`src/hw/rtl/b10k_pkg.sv`:
```
// ----------------------------------------------------------------------------
// b10k_pkg - shared types and constants of the base-10000 limb unit
// widths, action codes, sequencer states and the divider request/response
// ----------------------------------------------------------------------------
`default_nettype none

package b10k_pkg;

  localparam int LIMB_W    = 14;              // one base-10000 limb
  localparam int RUN_W     = 15;              // carry, borrow, remainder or divisor
  localparam int WIDE_W    = LIMB_W + RUN_W;  // partial dividend or product
  localparam int STEPS_W   = 4;               // step counters
  localparam int DIV_STEPS = RUN_W;           // quotient bits per division
  localparam int MUL_STEPS = LIMB_W;          // multiplier bits per product

  localparam logic [LIMB_W-1:0] LIMB_MAX  = 14'd9999;
  localparam logic [RUN_W-1:0]  LIMB_BASE = 15'd10000;

  typedef enum logic [1:0] {
    ACT_ADD = 2'd0,
    ACT_SUB = 2'd1,
    ACT_DIV = 2'd2,
    ACT_MUL = 2'd3
  } action_t;

  typedef enum logic [3:0] {
    S_IDLE,
    S_ALU,
    S_RED_GO,
    S_RED_WAIT,
    S_SCALE,
    S_DIV_GO,
    S_DIV_WAIT,
    S_MUL,
    S_MDIV_GO,
    S_MDIV_WAIT,
    S_DONE
  } state_t;

  typedef struct packed {
    logic              start;
    logic [WIDE_W-1:0] dividend;
    logic [RUN_W-1:0]  divisor;
  } div_req_t;

  typedef struct packed {
    logic             done;
    logic [RUN_W-1:0] quotient;
    logic [RUN_W-1:0] remainder;
  } div_rsp_t;

endpackage

`default_nettype wire

```
`src/hw/rtl/base10000_limb_alu.sv`:
```
// ----------------------------------------------------------------------------
// base10000_limb_alu - one limb step of base-10000 multiprecision arithmetic
// add with carry, subtract with borrow, divide and multiply by a small integer
// ----------------------------------------------------------------------------
// usage
//   input stream (s_*): one limb per transaction; tuser carries the action
//   (add, subtract, divide, multiply) and a first-limb flag, which clears the
//   running carry, borrow or remainder before it is used.
//   limbs go least significant first, for divide most significant first.
//   output stream (m_*): exactly one result transaction per input transaction
//   with the result limb, the running value after the limb and a fault flag.
//   steps from input transaction to result valid:
//     add / subtract : the add or subtract step, then the done state
//     divide         : scale and one divider pass, after a reduction pass when
//                      the held remainder is not below the divisor; straight to done on divide by zero
//     multiply       : the shift-add multiplier, then a divider pass by 10000
//   the shared bit-serial divider and the shift-add multiplier set the length
//   of these steps; one item is in flight at a time and the next is taken once
//   the sequencer is back in idle after its result is registered.
//   the result sits in an output register, so a new input transaction is
//   taken while the previous result waits; with the receiver stalled the
//   block finishes the item and then holds until the output register drains.
//   synchronous reset clears the running value, the sequencer and m_tvalid.
// ----------------------------------------------------------------------------
`default_nettype none

module base10000_limb_alu
  import b10k_pkg::*;
(
  input  logic        clk,
  input  logic        rst,
  // input stream
  input  logic        s_tvalid,
  output logic        s_tready,
  input  logic [31:0] s_tdata,   // [13:0] limb_a, [28:14] operand_b, [31:29] zero
  input  logic [2:0]  s_tuser,   // [1:0] action, [2] first_limb
  // output stream
  output logic        m_tvalid,
  input  logic        m_tready,
  output logic [31:0] m_tdata,   // [13:0] result_limb, [28:14] running_value, [31:29] zero
  output logic [0:0]  m_tuser    // [0] fault
);

  // sequencer
  state_t state;
  state_t state_next;

  // item registers
  action_t             act;
  logic [LIMB_W-1:0]   a_lim;       // limb_a, clamped to 9999
  logic [RUN_W-1:0]    b_raw;       // operand_b as received
  logic [RUN_W-1:0]    run_w;       // working running value
  logic [LIMB_W-1:0]   res_w;
  logic                fault_w;

  // shift-add multiplier, acc doubles as the scaled dividend for division
  logic [WIDE_W-1:0]   acc;
  logic [WIDE_W-1:0]   mcand;
  logic [LIMB_W-1:0]   mplier;
  logic [STEPS_W-1:0]  cnt;

  logic [RUN_W-1:0]    carry_register;

  // output register
  logic [LIMB_W-1:0]   out_res;
  logic [RUN_W-1:0]    out_run;
  logic                out_fault;

  // divider
  div_req_t            div_req;
  div_rsp_t            div_rsp;

  // input decode
  action_t             in_act;
  logic [LIMB_W-1:0]   in_a;
  logic [RUN_W-1:0]    in_b;
  logic [LIMB_W-1:0]   in_a_lim;
  logic                in_a_over;
  logic                in_b_over;
  logic [RUN_W-1:0]    in_run;
  logic                accept;
  logic                out_free;

  // add / subtract datapath
  logic [LIMB_W-1:0]   b_lim;
  logic                cin;
  logic [RUN_W-1:0]    sum;
  logic [LIMB_W-1:0]   sub;
  logic [RUN_W-1:0]    wrap;

  assign in_act    = action_t'(s_tuser[1:0]);
  assign in_a      = s_tdata[LIMB_W-1:0];
  assign in_b      = s_tdata[WIDE_W-1:LIMB_W];
  assign in_a_over = (in_a > LIMB_MAX);
  assign in_b_over = (in_b > RUN_W'(LIMB_MAX));
  assign in_a_lim  = in_a_over ? LIMB_MAX : in_a;
  // first limb of a number starts from a clear running value
  assign in_run    = s_tuser[2] ? '0 : carry_register;
  assign accept    = s_tvalid & s_tready;
  assign out_free  = ~m_tvalid | m_tready;

  // a stale nonzero running value counts as a carry or borrow of one
  assign b_lim = (b_raw > RUN_W'(LIMB_MAX)) ? LIMB_MAX : b_raw[LIMB_W-1:0];
  assign cin   = (run_w != '0);
  assign sum   = RUN_W'(a_lim) + RUN_W'(b_lim) + RUN_W'(cin);
  assign sub   = b_lim + LIMB_W'(cin);
  assign wrap  = RUN_W'(a_lim) + LIMB_BASE - RUN_W'(sub);

  b10k_div u_div (
    .clk (clk),
    .rst (rst),
    .req (div_req),
    .rsp (div_rsp)
  );

  // next state
  always_comb begin
    state_next = state;
    unique case (state)
      S_IDLE: begin
        if (accept) begin
          unique case (in_act) inside
            ACT_ADD, ACT_SUB: state_next = S_ALU;
            ACT_DIV: begin
              if (in_b == '0) begin
                state_next = S_DONE;
              end else if (in_run >= in_b) begin
                state_next = S_RED_GO;
              end else begin
                state_next = S_SCALE;
              end
            end
            default: state_next = S_MUL;
          endcase
        end
      end
      S_ALU:      state_next = S_DONE;
      S_RED_GO:   state_next = S_RED_WAIT;
      S_RED_WAIT: if (div_rsp.done) state_next = S_SCALE;
      S_SCALE:    state_next = S_DIV_GO;
      S_DIV_GO:   state_next = S_DIV_WAIT;
      S_DIV_WAIT: if (div_rsp.done) state_next = S_DONE;
      S_MUL: begin
        if (cnt == STEPS_W'(MUL_STEPS - 1)) begin
          state_next = S_MDIV_GO;
        end
      end
      S_MDIV_GO:   state_next = S_MDIV_WAIT;
      S_MDIV_WAIT: if (div_rsp.done) state_next = S_DONE;
      S_DONE:      if (out_free) state_next = S_IDLE;
      default:     state_next = S_IDLE;
    endcase
  end

  // sequencer outputs
  always_comb begin
    s_tready         = (state == S_IDLE);
    div_req.start    = (state == S_RED_GO) || (state == S_DIV_GO) || (state == S_MDIV_GO);
    // reduce a stale remainder first: its upper half is zero
    div_req.dividend = (state == S_RED_GO) ? WIDE_W'(run_w) : acc;
    div_req.divisor  = (state == S_MDIV_GO) ? LIMB_BASE : b_raw;
  end

  always_ff @(posedge clk) begin
    if (rst) begin
      state          <= S_IDLE;
      carry_register <= '0;
      m_tvalid       <= 1'b0;
    end else begin
      state <= state_next;
      if (state == S_DONE && out_free) begin
        carry_register <= run_w;
        m_tvalid       <= 1'b1;
      end else if (m_tready) begin
        m_tvalid <= 1'b0;
      end
    end
  end

  // datapath
  always_ff @(posedge clk) begin
    case (state)
      S_IDLE: begin
        if (accept) begin
          act     <= in_act;
          a_lim   <= in_a_lim;
          b_raw   <= in_b;
          run_w   <= in_run;
          res_w   <= '0;
          // range fault only for add and subtract, divide by zero for divide
          fault_w <= (((in_act == ACT_ADD) || (in_act == ACT_SUB)) && (in_a_over || in_b_over))
                     || ((in_act == ACT_DIV) && (in_b == '0));
          acc     <= WIDE_W'(in_run);
          mcand   <= WIDE_W'(in_b);
          mplier  <= in_a_lim;
          cnt     <= '0;
        end
      end
      S_ALU: begin
        if (act == ACT_ADD) begin
          if (sum >= LIMB_BASE) begin
            res_w <= LIMB_W'(sum - LIMB_BASE);
            run_w <= RUN_W'(1);
          end else begin
            res_w <= sum[LIMB_W-1:0];
            run_w <= '0;
          end
        end else begin
          if (a_lim >= sub) begin
            res_w <= a_lim - sub;
            run_w <= '0;
          end else begin
            res_w <= wrap[LIMB_W-1:0];
            run_w <= RUN_W'(1);
          end
        end
      end
      S_RED_WAIT: begin
        if (div_rsp.done) begin
          run_w <= div_rsp.remainder;
        end
      end
      S_SCALE: begin
        // partial dividend: remainder * 10000 + limb
        acc <= WIDE_W'(run_w) * WIDE_W'(LIMB_BASE) + WIDE_W'(a_lim);
      end
      S_DIV_WAIT: begin
        if (div_rsp.done) begin
          res_w <= div_rsp.quotient[LIMB_W-1:0];
          run_w <= div_rsp.remainder;
        end
      end
      S_MUL: begin
        // one multiplier bit per cycle, carry-in preloaded into acc
        if (mplier[0]) begin
          acc <= acc + mcand;
        end
        mcand  <= {mcand[WIDE_W-2:0], 1'b0};
        mplier <= {1'b0, mplier[LIMB_W-1:1]};
        cnt    <= cnt + 1'b1;
      end
      S_MDIV_WAIT: begin
        // product / 10000: quotient is the new carry, remainder the limb
        if (div_rsp.done) begin
          res_w <= div_rsp.remainder[LIMB_W-1:0];
          run_w <= div_rsp.quotient;
        end
      end
      S_DONE: begin
        if (out_free) begin
          out_res   <= res_w;
          out_run   <= run_w;
          out_fault <= fault_w;
        end
      end
      default: begin
      end
    endcase
  end

  assign m_tdata = {3'b000, out_run, out_res};
  assign m_tuser = out_fault;

endmodule

`default_nettype wire

```
`src/hw/rtl/b10k_div.sv`:
```
// ----------------------------------------------------------------------------
// b10k_div - bit-serial restoring divider
// 29-bit dividend by 15-bit divisor, one quotient bit per cycle; the upper
// dividend bits must already be below the divisor
// ----------------------------------------------------------------------------
`default_nettype none

module b10k_div
  import b10k_pkg::*;
(
  input  logic     clk,
  input  logic     rst,
  input  div_req_t req,
  output div_rsp_t rsp
);

  logic [RUN_W-1:0]   rem;
  logic [RUN_W-1:0]   quo;
  logic [RUN_W-1:0]   dvs;
  logic [STEPS_W-1:0] cnt;
  logic               busy;
  logic               done;

  logic [RUN_W:0]     trial;
  logic [RUN_W+1:0]   diff;
  logic               fits;

  // shift the next dividend bit into the partial remainder and try a subtract
  assign trial = {rem, quo[RUN_W-1]};
  assign diff  = {1'b0, trial} - {2'b00, dvs};
  assign fits  = ~diff[RUN_W+1];

  always_ff @(posedge clk) begin
    if (rst) begin
      busy <= 1'b0;
      done <= 1'b0;
      cnt  <= '0;
    end else begin
      done <= 1'b0;
      if (req.start) begin
        busy <= 1'b1;
        cnt  <= '0;
      end else if (busy) begin
        cnt <= cnt + 1'b1;
        if (cnt == STEPS_W'(DIV_STEPS - 1)) begin
          busy <= 1'b0;
          done <= 1'b1;
        end
      end
    end
  end

  always_ff @(posedge clk) begin
    if (req.start) begin
      rem <= RUN_W'(req.dividend[WIDE_W-1:RUN_W]);
      quo <= req.dividend[RUN_W-1:0];
      dvs <= req.divisor;
    end else if (busy) begin
      rem <= fits ? diff[RUN_W-1:0] : trial[RUN_W-1:0];
      quo <= {quo[RUN_W-2:0], fits};
    end
  end

  assign rsp.done      = done;
  assign rsp.quotient  = quo;
  assign rsp.remainder = rem;

endmodule

`default_nettype wire

```
`config.mk`:
```
export PLATFORM = sky130hd
export DESIGN_NAME = base10000_limb_alu
export DESIGN_NICKNAME = d
export VERILOG_FILES = /design/src/hw/rtl/b10k_pkg.sv /design/src/hw/rtl/base10000_limb_alu.sv /design/src/hw/rtl/b10k_div.sv
export SDC_FILE = /design/constraint.sdc
export NUM_CORES = 1
export LEC_CHECK = 0
export BUFFER_PORTS_ARGS = -buffer_cell sky130_fd_sc_hd__buf_2
export CORE_UTILIZATION = 40
export DETAILED_ROUTE_END_ITERATION = 16
export PLACE_DENSITY_LB_ADDON = 0.08
export SYNTH_ARGS = -nofsm -noshare
export SYNTH_HDL_FRONTEND = slang
export SYNTH_SLANG_ARGS = --single-unit
```
`constraint.sdc`:
```
create_clock -name clk -period 11.9 [get_ports clk]
set_input_delay 1.19 -clock clk [delete_from_list [all_inputs] [get_ports clk]]
set_output_delay 1.19 -clock clk [all_outputs]
set_load 0.005 [all_outputs]
```
**Word level (Yosys, flattened, before mapping)**

Cells that the tools add are included.
W data, S select, Z words.

- Register bits: 238
- Input port bits: 39
- Output and inout bits: 35
- Word-level logic and storage cells: 148

- Add/sub/neg operators: 12
- $mul: 1
- Magnitude comparators: 6
- Equal/unequal tests: 23
- Multiplexer cells: 47
- Bitwise operators: 5
- Reductions and logical operators: 31

Operators with widths:

| operator | count |
|---|---|
| $mux W14 | 11 |
| $mux W15 | 8 |
| $mux W29 | 4 |
| $pmux W29 S3 | 1 |
| $pmux W15 S4 | 1 |
| $pmux W29 S2 | 1 |
| $pmux W14 S4 | 1 |
| $pmux W4 S10 | 1 |
| $gt A15 B14 Y1 const B | 2 |
| $add A29 B14 Y29 | 1 |
| $add A29 B29 Y29 | 1 |
| $mux W4 | 7 |
| $pmux W14 S2 | 1 |
| $sub A14 B14 Y14 | 2 |
| $mul A15 B10 Y25 const B | 1 |
| $eq A4 B4 Y1 const B | 5 |
| $sub A16 B15 Y17 | 1 |
| $eq A4 B3 Y1 const B | 4 |
| $pmux W4 S2 | 2 |
| $add A14 B14 Y15 | 1 |
| $add A15 B1 Y15 | 1 |
| $ge A15 B14 Y1 const B | 1 |
| $ge A15 B15 Y1 | 1 |
| $logic_not A15 Y1 | 1 |
| other kinds (31) | 65 |

**Logic depth before layout (Yosys ltp)**

- Depth in word-level cells: 8
- Gate-level depth with buffers: 24
- Depth with buffers taken out: 23

**Hierarchy**

From an unflattened synthesis, not the netlist that was laid out.

- Cell total of the unflattened synthesis: 1911
- Area total of the unflattened synthesis: 18784.3 µm²

By module, submodules not included:

| module | times used | cells an instance | area each (µm²) | sequential area each (µm²) |
|---|---|---|---|---|
| base10000_limb_alu | 1 | 1643 | 15823.9 | 5415.2 |
| b10k_div | 1 | 268 | 2960.3 | 1461.4 |

**Least setup slack after synthesis**

No wires, ideal clock.

- Kind: register to register
- From: reg run_w[4]
- To: reg acc[25], data pin
- Setup time: 0.271 ns
- Data arrival time: 5.274 ns
- Slack: 6.354 ns
- Cell stages (with the launch flop): 23
- Buffers on the path: 0
- Path through: edfxtp_1 inv_1 fa_1 inv_1 ha_1 inv_1 fa_1 inv_1 ha_1 inv_1 fa_1 inv_1 ha_1 a21o_1 or3_1 o21a_1 a21oi_1 xnor2_1 nand3_2 or2_1 or3_1 xnor2_1 o22ai_1

- Word-level cells in the longest chain between the ends: 3

Ends and longest elaborated chain:

| item | line | text |
|---|---|---|
| start, declared | base10000_limb_alu.sv:52 | `logic [RUN_W-1:0] run_w;` |
| start signal, assigned | base10000_limb_alu.sv:188 | `run_w <= in_run;` |
| start signal, assigned | base10000_limb_alu.sv:220 | `run_w <= div_rsp.remainder;` |
| start signal, assigned | base10000_limb_alu.sv:230 | `run_w <= div_rsp.remainder;` |
| $mul A15 B10 Y25 | base10000_limb_alu.sv:225 | `acc <= WIDE_W'(run_w) * WIDE_W'(LIMB_BASE) + WIDE_W'(a_lim);` |
| $add A29 B14 Y29 | base10000_limb_alu.sv:225 |  |
| $pmux W29 S3 | base10000_limb_alu.sv:182 | `case (state)` |
| end signal, assigned | base10000_limb_alu.sv:193 | `acc <= WIDE_W'(in_run);` |
| end signal, assigned | base10000_limb_alu.sv:225 |  |
| end signal, assigned | base10000_limb_alu.sv:236 | `acc <= acc + mcand;` |
| end, declared | base10000_limb_alu.sv:57 | `logic [WIDE_W-1:0] acc;` |

Every way passes these cells.
A chain may end at the register's enable or synchronous reset.

**Worst setup path in the final report**

- From: reg b_raw[4]
- To: reg res_w[6], data pin

- Word-level cells in the longest chain between the ends: 8
- Elaborated cells between the ends (all ways): 14

Ends and longest elaborated chain:

| item | line | text |
|---|---|---|
| start, declared | base10000_limb_alu.sv:51 | `logic [RUN_W-1:0] b_raw;` |
| start signal, assigned | base10000_limb_alu.sv:187 | `b_raw <= in_b;` |
| $gt A15 B14 Y1 | base10000_limb_alu.sv:103 | `assign b_lim = (b_raw > RUN_W'(LIMB_MAX)) ? LIMB_MAX : b_raw[LIMB_W-1:0];` |
| $mux W14 * | base10000_limb_alu.sv:103 |  |
| $add A14 B14 Y15 | base10000_limb_alu.sv:105 | `assign sum = RUN_W'(a_lim) + RUN_W'(b_lim) + RUN_W'(cin);` |
| $add A15 B1 Y15 | base10000_limb_alu.sv:105 |  |
| $sub A14 B14 Y14 or $ge A15 B14 Y1 (tied branches) | base10000_limb_alu.sv:202, base10000_limb_alu.sv:201 |  |
| $mux W14 | base10000_limb_alu.sv:201 | `if (sum >= LIMB_BASE) begin` |
| $mux W14 * | base10000_limb_alu.sv:200 | `if (act == ACT_ADD) begin` |
| $pmux W14 S4 * | base10000_limb_alu.sv:182 |  |
| end signal, assigned | base10000_limb_alu.sv:202 | `res_w <= LIMB_W'(sum - LIMB_BASE);` |
| end signal, assigned | base10000_limb_alu.sv:205 | `res_w <= sum[LIMB_W-1:0];` |
| end signal, assigned | base10000_limb_alu.sv:210 | `res_w <= a_lim - sub;` |
| end, declared | base10000_limb_alu.sv:53 | `logic [LIMB_W-1:0] res_w;` |

Every way passes the cells marked *; elsewhere a longest branch is shown, timed or not.

==> out/metrics.yaml <==
outcome:
  status: "complete, no violations"
logic_synthesis:
  postSynthAreaPerCell_sq_um: 9.62
  yosysTopAreaCell: "edfxtp_1"
  synth_top_area_share: 0.343
  netlist-cell-type-count: 81
  ys_seq_area_frac: 0.373
  async_flop_share: 0
  syn_area_sq_mm: 0.0185
  synth_area_leaders: "edfxtp_1 34%, ha_1 13%, fa_1 5.2%"
  synth_warnings: 0
  ys_ff_latch: 238
  synth_edf_count: 211
  ys.flop_type: "edfxtp_1"
  synthCells: 1918
clock_network:
  cts_tree: "done"
  cts_hold_buf: 0
  clockBufferDepth: 3
  cts_setup_buffers: 0
  numCtsBuffers: 28
  cts_sinks: 238
  path_clk_slew_ns: 0.06
  cts_resized: 0
  insertion_delay_ns: 0.56
  cts_htree_levels: 1
  ctsRootBufferMaster: "clkbuf_16"
drt:
  drt_iter0_drc: 1016
  drc: 0
  vias: 14500
  ant_nets: 0
  routedWlPerCell_microns: 21.4
  vias_per_cell: 5.56
  drtPass1Iterations: 9
  drt-total-wl_microns: 55600
sta:
  finalClockSkew_ns: 0.0202
  setup_viol: 0
  period_minus_slack_ns: 6.39
  fin_crit_sh: 0.537
  rsz0062_at_grt: "no"
  fmax_mhz: 156
  finalHoldViolCount: 0
  worstMarginPinSlew_ns: 1.08
  tns_ns: 0
  finalMaxSlewViolations: 0
  slew_headroom: 0.282
grt:
  grt_max_degree: 48
  grt_pass1_vias: 14400
  antenna_found_initial: 11
  grtUsageTotal: 0.240
  grt_pass1_wl_microns: 85300
  grt-ovfl-total: 0
setup_path:
  crit_fanout: 16
  criticalPathCategory: "flop to flop"
  start_kind: "flop"
  crit_chain: "nor4_1 > o21ai_0 > a21oi_1 > nand2b_1 > ha_1 > ha_1 > nand3_1 > nor2_1 > xor2_1 > nand2_1 > ha_1 > nand4_1 > a21oi_1 > a311oi_2 > o21ai_1 > a221o_1 > or2_1 > a31oi_4 > mux2i_1 > a222oi_1 > o21ai_0"
  rr_worst_depth: 21
  path_common_cell: "ha_1"
  cpPeakStageDelay_ns: 0.79
  crit_required_ns: 12.16
  crit_arrival_ns: 6.66
  crit_path_end_kind: "flop"
  critPathSlowestCell: "a21oi_1"
worst_hold_path:
  min_path_cells: 0
  hold_path_class: "flop to flop"
floorplanning:
  design.core.area_sq_mm: 0.0455
  io_pins: 74
  rows: 78
  fp.dieW_microns: 217
  start_util: 0.406
  die-height_microns: 217
  die_area_sq_mm: 0.0470
placement:
  dp_hpwl_microns: 43200
  routabilityCongestion: 0.899
  portBuffers: 67
layout:
  finalNetCount: 2262
  drive_gt1_frac: 0.0919
  syn2layout_area_growth_pct: 10.9
flow_run:
  drv_cap: 0
metrics by stage:
step	hold slack, ns	setup slack, ns	std cells	area [sq um]	utilization
after detailed placement	0.409	5.51	2550	19500	0.429
after global placement	0.405	5.58	2550	19500	0.429
after global routing	0.429	5.05	2602	20500	0.450
after floorplan	0.400	6.35	1920	18500	-
after CTS	0.415	5.51	2602	20500	0.450
final	0.415	5.51	2604	20500	0.450
synth_stat cells, types with 13 or more instances:
library cell / n
o22ai_1: 20
mux2i_1: 20
inv_1: 200
nor3_1: 37
or2_2: 14
a31oi_1: 16
a22oi_1: 26
ha_1: 195
nand2b_1: 39
fa_1: 48
a21o_1: 41
o21a_1: 19
xor2_1: 35
xnor2_1: 79
nand3_1: 56
or3_1: 13
dfxtp_1: 27
nor2_1: 116
a211oi_1: 18
and2_1: 30
mux2_2: 14
edfxtp_1: 211
a21oi_1: 112
o21ai_0: 125
nor2b_1: 31
nand2_1: 160
clkbuf_1: 50
per-layer routing:
layer / up-vias / routed length [microns] / share of wire / GRT usage
met5: - / 17 / 0.00031 / 0
met4: 4 / 1570 / 0.028 / 0.0744
met3: 86 / 3730 / 0.067 / 0.0398
met2: 406 / 25700 / 0.46 / 0.396
met1: 6976 / 24500 / 0.44 / 0.321
li1: 7007 / - / - / -
cell families (layout without fill, tap and decap cells):
kind of cell | after synthesis | after routing | synth area share
AO/OA/AOI/OAI | 485 | 485 | 0.172
XOR/XNOR | 115 | 115 | 0.0550
adder cells (fa/ha/maj) | 243 | 243 | 0.184
buffers and inverters | 256 | 338 | 0.0533
flip-flops | 238 | 238 | 0.373
multiplexers | 34 | 34 | 0.0194
other | 1 | 5 | 0.000203
AND/OR/NAND/NOR | 546 | 546 | 0.144
cell usage in the layout (no fill, tap or decap), types with 41 or more instances in the layout:
cell	count
a21o_1	41
a21oi_1	112
buf_2	67
edfxtp_1	211
fa_1	48
ha_1	195
inv_1	199
nand2_1	158
nand3_1	55
nor2_1	113
o21ai_0	125
xnor2_1	79
cell type report:
cell class / count / area, sq um
clock inverter: 18 / 224
clock buffer: 34 / 744
tap: 600 / 751
sequential: 238 / 6880
timing repair buffer: 86 / 478
antenna: 2 / 5.00
inverter: 200 / 751
fill: 4457 / 25000
multi-input combinational: 1426 / 10600
sequential cells by signal, summed over array words and instances (netlist names):
signal / cells
u_div.quo: 15
run_w: 15
u_div.done: 1
mplier: 14
carry_register: 15
mcand: 29
acc: 29
u_div.cnt: 4
act: 2
u_div.rem: 15
a_lim: 14
out_res: 14
res_w: 14
cnt: 4
b_raw: 15
state: 4
out_run: 15
u_div.busy: 1
m_tvalid: 1
m_tuser: 1
u_div.dvs: 15
fault_w: 1
worst max-delay path: cells and delay by family (launching register included):
family	cells	cell delay (ns)
AO/OA/AOI/OAI	9	3.04
AND/OR/NAND/NOR	7	1.18
flip-flops	1	0.51
adder cells (fa/ha/maj)	3	0.98
multiplexers	1	0.26
XOR/XNOR	1	0.13
worst paths after layout:
path            start  slack (ns)         end
min reg2reg  res_w[8]        0.42  out_res[8]
max          b_raw[4]        5.51    res_w[6]
min          res_w[8]        0.42  out_res[8]
max reg2reg  b_raw[4]        5.51    res_w[6]
Power is not shown: default switching activity piles up to over one toggle a cycle in this logic, so the estimate is an artifact.
